<file path="config.mk">
export PLATFORM = sky130hd
export DESIGN_NAME = mfm_sector_crc_fixer_unit
export DESIGN_NICKNAME = d
export VERILOG_FILES = /design/src/sv/msc_pkg.sv /design/src/sv/mfm_sector_crc_fixer_unit.sv /design/src/sv/msc_front.sv /design/src/sv/msc_link_queue.sv /design/src/sv/msc_back.sv
export SDC_FILE = /design/constraint.sdc
export NUM_CORES = 1
export LEC_CHECK = 0
export BUFFER_PORTS_ARGS = -buffer_cell sky130_fd_sc_hd__buf_4
export CAP_MARGIN = 20
export CORE_MARGIN = 2
export CORE_UTILIZATION = 40
export DETAILED_ROUTE_END_ITERATION = 12
export PLACE_DENSITY = 0.69
export SETUP_SLACK_MARGIN = 0.2
export SLEW_MARGIN = 10
export SYNTH_ARGS = -nofsm -noshare
export SYNTH_HDL_FRONTEND = slang
export SYNTH_SLANG_ARGS = --single-unit
</file>
<file path="constraint.sdc">
create_clock -name clock -period 10.9 [get_ports clock]
set_clock_uncertainty 0.1 [all_clocks]
set_input_delay 2.18 -clock clock [delete_from_list [all_inputs] [get_ports clock]]
set_output_delay 2.18 -clock clock [all_outputs]
set_load 0.03 [all_outputs]
</file>
<file path="src/sv/msc_pkg.sv">
// Shared types, constants and CRC functions of the MFM sector CRC fixer.
package msc_pkg;

   localparam int unsigned MaxSizeCode = 6;

   localparam logic [15:0] TrackLengthReset = 16'd6250;
   localparam logic [15:0] CrcInit          = 16'hFFFF;
   localparam logic [15:0] CrcPoly          = 16'h1021;
   localparam logic [31:0] IdMark           = 32'hA1A1A1FE;
   localparam logic [31:0] DataMark         = 32'hA1A1A1FB;
   localparam logic [14:0] BodyBase         = 15'd128;
   localparam logic [16:0] IdFieldRoom      = 17'd6;

   typedef enum logic [2:0] {
      PH_IDLE,
      PH_ID,
      PH_DATA,
      PH_CRCH,
      PH_CRCL
   } phase_type;

   typedef enum logic [1:0] {
      KIND_GAP  = 2'd0,
      KIND_ID   = 2'd1,
      KIND_DATA = 2'd2,
      KIND_CRC  = 2'd3
   } field_kind_type;

   // Item handed from the front part to the parser.
   typedef struct packed {
      logic [7:0]  track_byte;
      logic        new_track;
      logic [15:0] room;
   } link_item_type;

   typedef struct packed {
      logic [7:0] byte_out;
      logic       crc_checked;
      logic       crc_mismatch;
      logic [1:0] field_kind;
   } result_type;

   function automatic logic [15:0] crc_byte(input logic [15:0] crc, input logic [7:0] b);
      logic [15:0] c;
      c = crc ^ {b, 8'h00};
      for (int i = 0; i < 8; i++) begin
         if (c[15]) begin
            c = {c[14:0], 1'b0} ^ CrcPoly;
         end else begin
            c = {c[14:0], 1'b0};
         end
      end
      return c;
   endfunction

   function automatic logic [15:0] crc_of_mark(input logic [31:0] mark);
      logic [15:0] c;
      c = crc_byte(CrcInit, mark[31:24]);
      c = crc_byte(c, mark[23:16]);
      c = crc_byte(c, mark[15:8]);
      c = crc_byte(c, mark[7:0]);
      return c;
   endfunction

   localparam logic [15:0] IdMarkCrc   = crc_of_mark(IdMark);
   localparam logic [15:0] DataMarkCrc = crc_of_mark(DataMark);

endpackage

</file>
<file path="src/sv/mfm_sector_crc_fixer_unit.sv">
// Top level of the MFM sector CRC fixer: queue ports, register port and the two parts.
//
// The unit takes the raw bytes of an MFM track one transaction at a time and
// returns one result transaction for each, in order. Bytes pass through
// unchanged, except that the two stored CRC bytes after an ID field or a data
// field are replaced by the correct CRC-16-CCITT over the mark and the body;
// crc_checked and crc_mismatch report on the second CRC byte whether the stored
// value was wrong. A byte with track_start set, or one that arrives after
// track_length bytes, begins a new track. The unit sustains one byte per
// clock while the result queue has room: the front part keeps the track
// position and works out the room left in the track, and the parser in the
// back part updates the CRC one byte per cycle; each byte is registered in
// the link queue, then its result in the result queue. Two-entry queues sit
// between the parts and at the output, so a stall on either side is buffered
// before it stops the other. The track_length register sits at byte address
// 0 and should only be written while no transaction is in flight.
module mfm_sector_crc_fixer_unit (
   input  logic        clock,
   input  logic        reset,
   // input channel
   input  logic        push,
   output logic        full,
   input  logic [7:0]  req_track_byte,
   input  logic        req_track_start,
   // result channel
   output logic        empty,
   input  logic        pop,
   output logic [7:0]  rsp_byte_out,
   output logic        rsp_crc_checked,
   output logic        rsp_crc_mismatch,
   output logic [1:0]  rsp_field_kind,
   // register port
   input  logic        psel,
   input  logic        penable,
   input  logic        pwrite,
   input  logic [1:0]  paddr,
   input  logic [31:0] pwdata,
   output logic [31:0] prdata,
   output logic        pready
);
   import msc_pkg::*;

   logic [15:0]   track_length_ff;
   logic          accept;
   link_item_type front_item;
   link_item_type head_item;
   logic          link_empty;
   logic          link_take;
   result_type    result;

   // Only one register exists, so every write lands in track_length.
   assign pready = 1'b1;
   assign prdata = {16'd0, track_length_ff};

   always_ff @(posedge clock) begin
      if (reset) begin
         track_length_ff <= TrackLengthReset;
      end else if (psel && penable && pwrite && pready && (paddr == 2'd0)) begin
         track_length_ff <= pwdata[15:0];
      end else if (psel && penable && pwrite && pready) begin
         track_length_ff <= pwdata[15:0];
      end
   end

   assign accept = push && !full;

   msc_front u_front (
      .clock        (clock),
      .reset        (reset),
      .accept       (accept),
      .track_byte   (req_track_byte),
      .track_start  (req_track_start),
      .track_length (track_length_ff),
      .item         (front_item)
   );

   msc_link_queue u_link (
      .clock (clock),
      .reset (reset),
      .push  (accept),
      .wdata (front_item),
      .full  (full),
      .pop   (link_take),
      .rdata (head_item),
      .empty (link_empty)
   );

   msc_back u_back (
      .clock        (clock),
      .reset        (reset),
      .item         (head_item),
      .item_valid   (!link_empty),
      .item_take    (link_take),
      .result       (result),
      .result_empty (empty),
      .result_pop   (pop)
   );

   assign rsp_byte_out     = result.byte_out;
   assign rsp_crc_checked  = result.crc_checked;
   assign rsp_crc_mismatch = result.crc_mismatch;
   assign rsp_field_kind   = result.field_kind;

endmodule

</file>
<file path="src/sv/msc_front.sv">
// Front part: tracks the byte position and tags each byte with the new-track flag and the room left in the track.
module msc_front (
   input  logic                  clock,
   input  logic                  reset,
   input  logic                  accept,
   input  logic [7:0]            track_byte,
   input  logic                  track_start,
   input  logic [15:0]           track_length,
   output msc_pkg::link_item_type item
);
   import msc_pkg::*;

   logic [15:0] position_ff;
   logic [15:0] position_in;
   logic        new_track;
   logic [15:0] pos_eff;
   logic [16:0] diff;

   // A track start, or running past the track length, begins a new track.
   always_comb begin
      new_track   = track_start || (position_ff >= track_length);
      pos_eff     = new_track ? 16'd0 : position_ff;
      position_in = pos_eff + 16'd1;
      diff        = {1'b0, track_length} - {1'b0, position_in};
      item.track_byte = track_byte;
      item.new_track  = new_track;
      item.room       = diff[16] ? 16'd0 : diff[15:0];
   end

   always_ff @(posedge clock) begin
      if (reset) begin
         position_ff <= 16'd0;
      end else if (accept) begin
         position_ff <= position_in;
      end
   end

endmodule

</file>
<file path="src/sv/msc_link_queue.sv">
// Two-entry queue between the front part and the field parser.
module msc_link_queue (
   input  logic                   clock,
   input  logic                   reset,
   input  logic                   push,
   input  msc_pkg::link_item_type wdata,
   output logic                   full,
   input  logic                   pop,
   output msc_pkg::link_item_type rdata,
   output logic                   empty
);
   import msc_pkg::*;

   link_item_type entry_ff [2];
   logic          wr_ptr_ff;
   logic          rd_ptr_ff;
   logic [1:0]    count_ff;
   logic          do_push;
   logic          do_pop;

   assign full    = (count_ff == 2'd2);
   assign empty   = (count_ff == 2'd0);
   assign do_push = push && !full;
   assign do_pop  = pop && !empty;
   assign rdata   = entry_ff[rd_ptr_ff];

   always_ff @(posedge clock) begin
      if (do_push) begin
         entry_ff[wr_ptr_ff] <= wdata;
      end
   end

   always_ff @(posedge clock) begin
      if (reset) begin
         wr_ptr_ff <= 1'b0;
         rd_ptr_ff <= 1'b0;
         count_ff  <= 2'd0;
      end else begin
         if (do_push) begin
            wr_ptr_ff <= ~wr_ptr_ff;
         end
         if (do_pop) begin
            rd_ptr_ff <= ~rd_ptr_ff;
         end
         count_ff <= count_ff + {1'b0, do_push} - {1'b0, do_pop};
      end
   end

endmodule

</file>
<file path="src/sv/msc_back.sv">
// Back part: mark search, field parser, CRC update and result queue.
module msc_back (
   input  logic                   clock,
   input  logic                   reset,
   input  msc_pkg::link_item_type item,
   input  logic                   item_valid,
   output logic                   item_take,
   output msc_pkg::result_type    result,
   output logic                   result_empty,
   input  logic                   result_pop
);
   import msc_pkg::*;

   phase_type   phase_ff, phase_in, phase_eff;
   logic [31:0] shift_ff, shift_in, shift_eff;
   logic [13:0] left_ff, left_in, left_eff;
   logic [7:0]  size_ff, size_in, size_eff;
   logic [15:0] crc_ff, crc_in;
   logic        hbd_ff, hbd_in, hbd_eff;

   logic [7:0]  b;
   logic [31:0] shift_cand;
   logic [14:0] body;
   logic        id_ok;
   logic        data_ok;
   result_type  res;

   result_type  out_ff [2];
   logic        out_wr_ff;
   logic        out_rd_ff;
   logic [1:0]  out_count_ff;
   logic        out_full;
   logic        out_pop;

   assign out_full  = (out_count_ff == 2'd2);
   assign item_take = item_valid && !out_full;
   assign out_pop   = result_pop && !result_empty;

   // Parser state as seen by this byte, after any new-track clear.
   always_comb begin
      b          = item.track_byte;
      phase_eff  = item.new_track ? PH_IDLE : phase_ff;
      shift_eff  = item.new_track ? 32'd0 : shift_ff;
      left_eff   = item.new_track ? 14'd0 : left_ff;
      size_eff   = item.new_track ? 8'd0 : size_ff;
      hbd_eff    = item.new_track ? 1'b0 : hbd_ff;
      shift_cand = {shift_eff[23:0], b};
      body       = BodyBase << size_eff[2:0];
      id_ok      = (shift_cand == IdMark) && ({1'b0, item.room} >= IdFieldRoom);
      data_ok    = (shift_cand == DataMark) && ({24'd0, size_eff} <= 32'(MaxSizeCode))
                   && ({1'b0, item.room} >= ({2'b00, body} + 17'd2));
   end

   // Next phase.
   always_comb begin
      case (phase_eff)
         PH_ID, PH_DATA: begin
            phase_in = (left_eff == 14'd0) ? PH_CRCH : phase_eff;
         end
         PH_CRCH: phase_in = PH_CRCL;
         PH_CRCL: phase_in = PH_IDLE;
         default: begin
            if (id_ok) begin
               phase_in = PH_ID;
            end else if (data_ok) begin
               phase_in = PH_DATA;
            end else begin
               phase_in = PH_IDLE;
            end
         end
      endcase
   end

   // Data path and result for this byte.
   always_comb begin
      shift_in = shift_eff;
      left_in  = left_eff;
      size_in  = size_eff;
      crc_in   = crc_ff;
      hbd_in   = hbd_eff;
      res.byte_out     = b;
      res.crc_checked  = 1'b0;
      res.crc_mismatch = 1'b0;
      res.field_kind   = KIND_GAP;
      case (phase_eff)
         PH_ID, PH_DATA: begin
            res.field_kind = (phase_eff == PH_ID) ? KIND_ID : KIND_DATA;
            crc_in         = crc_byte(crc_ff, b);
            if (left_eff == 14'd0) begin
               if (phase_eff == PH_ID) begin
                  size_in = b;
               end
            end else begin
               left_in = left_eff - 14'd1;
            end
         end
         PH_CRCH: begin
            res.field_kind = KIND_CRC;
            res.byte_out   = crc_ff[15:8];
            hbd_in         = (b != crc_ff[15:8]);
         end
         PH_CRCL: begin
            res.field_kind   = KIND_CRC;
            res.byte_out     = crc_ff[7:0];
            res.crc_checked  = 1'b1;
            res.crc_mismatch = hbd_eff || (b != crc_ff[7:0]);
         end
         default: begin
            shift_in = shift_cand;
            if (id_ok) begin
               crc_in  = IdMarkCrc;
               left_in = 14'd3;
            end else if (data_ok) begin
               crc_in  = DataMarkCrc;
               left_in = 14'(body - 15'd1);
            end
         end
      endcase
   end

   always_ff @(posedge clock) begin
      if (reset) begin
         phase_ff <= PH_IDLE;
         shift_ff <= 32'd0;
         left_ff  <= 14'd0;
         size_ff  <= 8'd0;
         crc_ff   <= CrcInit;
         hbd_ff   <= 1'b0;
      end else if (item_take) begin
         phase_ff <= phase_in;
         shift_ff <= shift_in;
         left_ff  <= left_in;
         size_ff  <= size_in;
         crc_ff   <= crc_in;
         hbd_ff   <= hbd_in;
      end
   end

   // Result queue.
   assign result       = out_ff[out_rd_ff];
   assign result_empty = (out_count_ff == 2'd0);

   always_ff @(posedge clock) begin
      if (item_take) begin
         out_ff[out_wr_ff] <= res;
      end
   end

   always_ff @(posedge clock) begin
      if (reset) begin
         out_wr_ff    <= 1'b0;
         out_rd_ff    <= 1'b0;
         out_count_ff <= 2'd0;
      end else begin
         if (item_take) begin
            out_wr_ff <= ~out_wr_ff;
         end
         if (out_pop) begin
            out_rd_ff <= ~out_rd_ff;
         end
         out_count_ff <= out_count_ff + {1'b0, item_take} - {1'b0, out_pop};
      end
   end

endmodule
</file>
Yosys cells after proc, flatten, opt, wreduce, memory -nomap -nowiden
Memories as Yosys holds them, arrays and structs flattened. A register that Yosys moved wholly into a read port is not among the register bits.
Cells that the tools add are included.
{ "totals": {"ff_bits": 106, "latchBits": 0, "ramBits": 74, "romBits": 0, "input_bits": 50, "out_inout_bits": 47, "word_cells": 133, "n_memories": 2} }
{ "classes": {"n_addsub": 9, "multipliers": 0, "div": 0, "n_lt_le_gt_ge": 4, "n_eq_ne": 10, "n_shift": 1, "n_mux": 52, "bitwise": 14, "n_reduce_logical": 27} }
{ "mem_list": {"columns": ["memory", "depth", "width", "read_ports", "rd_clocked_by_memory_dff", "wr", "line", "source"], "rows": [
  ["u_link.entry_ff", 2, 25, 1, 1, 1, "msc_link_queue.sv:14", "link_item_type entry_ff [2];"],
  ["u_back.out_ff", 2, 12, 1, 1, 1, "msc_back.sv:28", "result_type out_ff [2];"]
]} }
{ "ops": {"columns": ["op", "n"], "rows": [
  ["16-bit 2-to-1 mux", 13],
  ["13-bit 2-to-1 mux", 8],
  ["32-bit equality test (second input constant)", 2],
  ["14-bit 2-to-1 mux", 4],
  ["24-bit 2-to-1 mux", 2],
  ["8-bit 2-to-1 mux", 4],
  ["16-bit one-hot mux with 2 select lines", 1],
  ["14-bit one-hot mux with 2 select lines", 1],
  ["14-bit by 1-bit subtractor with 14-bit output (second input constant)", 2],
  ["3-bit inverter", 8],
  ["16-bit by 17-bit >= comparator with 1-bit output", 1],
  ["16-bit by 16-bit subtractor with 17-bit output", 1],
  ["15-bit by 2-bit adder with 16-bit output (second input constant)", 1],
  ["16-bit by 1-bit adder with 16-bit output (second input constant)", 1],
  ["16-bit >= comparator", 1],
  ["16-bit by 3-bit >= comparator with 1-bit output (second input constant)", 1],
  ["8-bit inequality test", 2],
  ["8-bit one-hot mux with 2 select lines", 1],
  ["16-bit XOR", 1],
  ["8-bit by 3-bit left shift with 15-bit output (first input constant)", 1],
  ["14-bit logical NOT", 1],
  ["1-bit logical AND", 11],
  ["1-bit 2-to-1 mux", 10],
  ["3-bit 2-to-1 mux", 3],
  ["other kinds (19)", 36]
]} }

Depth between registers and ports, before layout
{ "depth": {"word_depth": 25, "mapped_depth": 26, "ltp_nobuf": 22} }

Cells and area by module
A second synthesis with hierarchy kept.
{ "unflattened": {"cells_unflattened": 1119, "area_unflattened_um2": 10492.6} }
{ "modules_own_cells": {"columns": ["module", "instances", "cells_each", "area_per_inst_um2", "seq_area_each_um2"], "rows": [
  ["msc_back", 1, 601, 5293.8, 2142.1],
  ["msc_front", 1, 322, 2318.5, 320.3],
  ["msc_link_queue", 1, 105, 2034.5, 1601.5],
  ["mfm_sector_crc_fixer_unit", 1, 91, 845.8, 320.3]
]} }

Worst setup path after synthesis
No wires, ideal clock.
{ "synth_path": {"path_kind": "input-to-reg", "start": "input port req_track_start", "end": "memory u_link.entry_ff[0][15] (netlist name), data pin", "arrival_ns": 5.963, "required_time_ns": 10.527, "setup_slack_ns": 4.564, "path_stages": 21, "path_buffers": 3, "cell_sequence": "a211oi_1 > o21ai_1 > nor3_4 > inv_4 > buf_4 > clkbuf_1 > nor2_1 > ha_1 > inv_1 > xnor2_1 > ha_1 > a21o_1 > a21oi_1 > nor2_1 > or4_4 > a31oi_2 > nor4_2 > o211a_1 > nor2_4 > buf_4 > a31oi_1"} }
{ "synth_lines": {"columns": ["element", "line", "source"], "rows": [
  ["start: declaration", "mfm_sector_crc_fixer_unit.sv:24", "input logic req_track_start,"],
  ["end: declaration", "msc_link_queue.sv:14", null]
]} }

==> impl_metrics.csv <==
group,metric,value,unit
synthesis,yosysMostFrequentCell,"nor2_1",
critical_path,r2r_cells,21,
job,maxCapViolCount,0,
synthesis,synth_cell_types,83,
cts,cts_sinks,180,
final_layout,final_util,45.9,%
cts,clock_path_buffers,2,
synthesis,ys_seq_area_share,42.5,%
routing,num_vias,8136,
global_routing,grt_start_max_net_pins,70,
global_routing,grt_pass1_vias,7530,
critical_path,start_kind,"input pin",
synthesis,syn_avg_cell_area,9.11,um2
min_path,whs_path_depth,2,
min_path,holdPathEnd,"u_back.shift_ff[18]",
cts,cts-resized-gates,0,
final_layout,layout.cells.non_filler,1497,
cts,clk_pin_slew,0.09,ns
placement,port_buffers,61,
global_routing,grt_use_total,17.4,%
routing,drtPass1Iterations,5,
synthesis,synth_area,10200,um2
critical_path,r2r_start,"track_length_ff[14]",
synthesis,synth_cells,1118,
synthesis,synth_seq_cells,180,
final_layout,drive_gt1_share,13.5,%
timing,fin_crit,6.98,ns
synthesis,synthArstFlopShare,0,%
die,core,25100,um2
critical_path,path_buf_inv,3,
min_path,worstHoldStart,"u_back.shift_ff[18]",
critical_path,crit_type,"in2reg",
global_routing,grt_overflow_total,0,
cts,post_cts_buffers,0,
timing,worst-slew-pin-transition,0.987,ns
timing,final-max-slew-violation-count,0,
cts,insertion_delay,0.45,ns
routing,totalWireLength,22900,um
pwr,leakage,4.19,nW
global_routing,antenna_found_initial,0,
placement,dp.cells,1464,
final_layout,areaGrowthSynthToFinish,13.1,%
timing,max_slew_margin,33.6,%
timing,hold_ws,0.358,ns
cts,clockRootBuffer,"clkbuf_16",
synthesis,synth_top_area_share,21.2,%
die,dieArea,26800,um2
critical_path,arrival,7.12,ns
die,die_height,164,um
min_path,hold_class,"reg2reg",
final_layout,fin_nets,1246,
placement,gp_congestion,0.845,
critical_path,slowest_stage,"nor3_4",
pwr,irDropWorstVdd,0.112,mV
pwr,pwr_density_cell,222,nW/um2
cts,postCtsHoldBufs,0,
placement,hpwlAfterDp,15900,um
timing,setup_viol,0,
critical_path,crit_path_cell_trace,"buf_4, a211oi_1, o21ai_1, nor3_4, inv_4, nor2_1, ha_1, inv_1, nor3_1, and2_1, nand2_1, xnor2_1, nand2_1, ha_1, nand3b_1, nor4_2, o211a_1, nor2_4, nor4b_2",
cts,cts_tree,"built",
critical_path,required,11.04,ns
synthesis,synthTopCellsByArea,"dfxtp_1 (21%), edfxtp_1 (21%), ha_1 (5.0%)",
pwr,power,0.00255,W
die,die_w,164,um
synthesis,synth_top_cells_by_count,"nor2_1 (132), dfxtp_1 (108), nand2_1 (105), a21oi_1 (92), edfxtp_1 (72)",
routing,drt_first_iter_violations,529,
routing,drc_errors,0,
critical_path,path_delay_family,"simple AND/OR/NAND/NOR gates",
synthesis,yosys_warnings,0,
die,pin_count,97,
run_status,status,"finished, final reports clean",
critical_path,end_kind,"flop",
timing,setup_tns,0,ns
timing,period_share,64.0,%
cts,cts-htree-levels,4,
routing,via_per_inst,5.43,
critical_path,reg2reg_slack,4.81,ns
synthesis,yosys_most_used_dff,"dfxtp_1",
synthesis,synth_edf_count,72,
synthesis,synth_top_area_cell,"dfxtp_1",
die,start_util,40.6,%
die,rows,58,
timing,hold_violations,0,
timing,rsz0062_at_grt,"no",
global_routing,grt_pass1_wl,37600,um
final_layout,diodes,0,
cts,cts_inserted_buffers,17,
routing,postRouteAntennaNets,0,
critical_path,critical_path.max_fanout,23,
critical_path,worstReg2RegEnd,"u_link.entry_ff[0][11]",
critical_path,crit_path_max_incr_delay,0.68,ns
timing,max_freq,143,MHz
routing,wl_per_cell,15.3,um
-- cell usage in the layout (no fill, tap or decap), drive strengths merged, types with 13 or more instances in the layout --
| cell | netlist | final |
|---|---|---|
| nand2 | 105 | 105 |
| o21ai | 42 | 42 |
| nor4 | 13 | 13 |
| nor2b | 16 | 16 |
| a22oi | 13 | 13 |
| nand2b | 16 | 16 |
| xnor2 | 50 | 50 |
| nor2 | 135 | 135 |
| a211oi | 23 | 23 |
| xor2 | 25 | 25 |
| inv | 35 | 44 |
| mux2 | 25 | 25 |
| clkbuf | 37 | 17 |
| conb | 2 | 17 |
| dfxtp | 108 | 108 |
| edfxtp | 72 | 72 |
| a21oi | 92 | 92 |
| ha | 41 | 41 |
| nor3 | 34 | 34 |
| nand3 | 50 | 50 |
| mux2i | 15 | 15 |
| buf | 34 | 73 |
-- cell type report --
class	instances	area [um2]
fillers	2372	13600
multi-input cells	846	5440
well taps	330	413
repair buffers	73	567
inverters	36	138
clock buffers	17	425
flip-flops and latches	180	4320
clock inverters	15	214
-- how the worst max path moves through the flow --
stage	cells after the start	slack, ns	startpoint	endpoint
final	19	3.92	req_track_start	u_link.entry_ff[0][11]
after global routing	19	3.51	req_track_start	u_link.entry_ff[1][11]
after CTS	19	3.86	req_track_start	u_link.entry_ff[1][11]
after detailed placement	19	3.41	req_track_start	u_link.entry_ff[0][11]
after global placement	19	3.56	req_track_start	u_link.entry_ff[0][15]
after floorplan	21	4.56	req_track_start	u_link.entry_ff[0][15]
-- worst min-delay path, stage by stage, from the launching register on --
cell and delay [ns]:
dfxtp_1 0.32, nand2_1 0.05, a21oi_1 0.05
-- power by group --
part | internal (W) | switching [W] | total (W) | leakage [nW]
Combinational | 0.000366 | 0.000595 | 0.000961 | 2.33
Clock | 0.000322 | 0.000327 | 0.000649 | 0.307
Sequential | 0.000852 | 0.0000917 | 0.000944 | 1.55
-- state kept, by name, summed over array words and instances (netlist names), 8 cells and up, named ones only --
name / count
track_length_ff: 16
u_back.crc_ff: 16
u_back.left_ff: 14
u_back.out_ff: 24
u_back.shift_ff: 24
u_back.size_ff: 8
u_front.position_ff: 16
u_link.entry_ff: 48
-- logic make-up after synthesis --
| logic type | Yosys count | synth area share, % |
|---|---|---|
| xor gates and xnor gates | 75 | 6.45 |
| and+or+nand+nor | 417 | 19.9 |
| buffers and inverters | 107 | 4.83 |
| adders and majority gates | 43 | 5.37 |
| muxes | 40 | 4.24 |
| DFF | 180 | 42.5 |
| other | 2 | 0.0737 |
| AOI/OAI and AO/OA | 254 | 16.6 |
-- metrics by stage --
step	setup WS, ns	cell area, um2
2_1_floorplan	4.56	10200
3_3_place_gp	3.56	10800
3_5_place_dp	3.41	10900
4_1_cts	3.86	11500
5_1_grt	3.51	11500
6_report	3.92	11500
-- layer usage --
layer  GRT usage [%]  wire, um
met4            6.42       497
met2            29.7     11200
met1            22.3     10100
met5               0         0
met3            2.74      1010
Power figures use the tool's default switching activity.
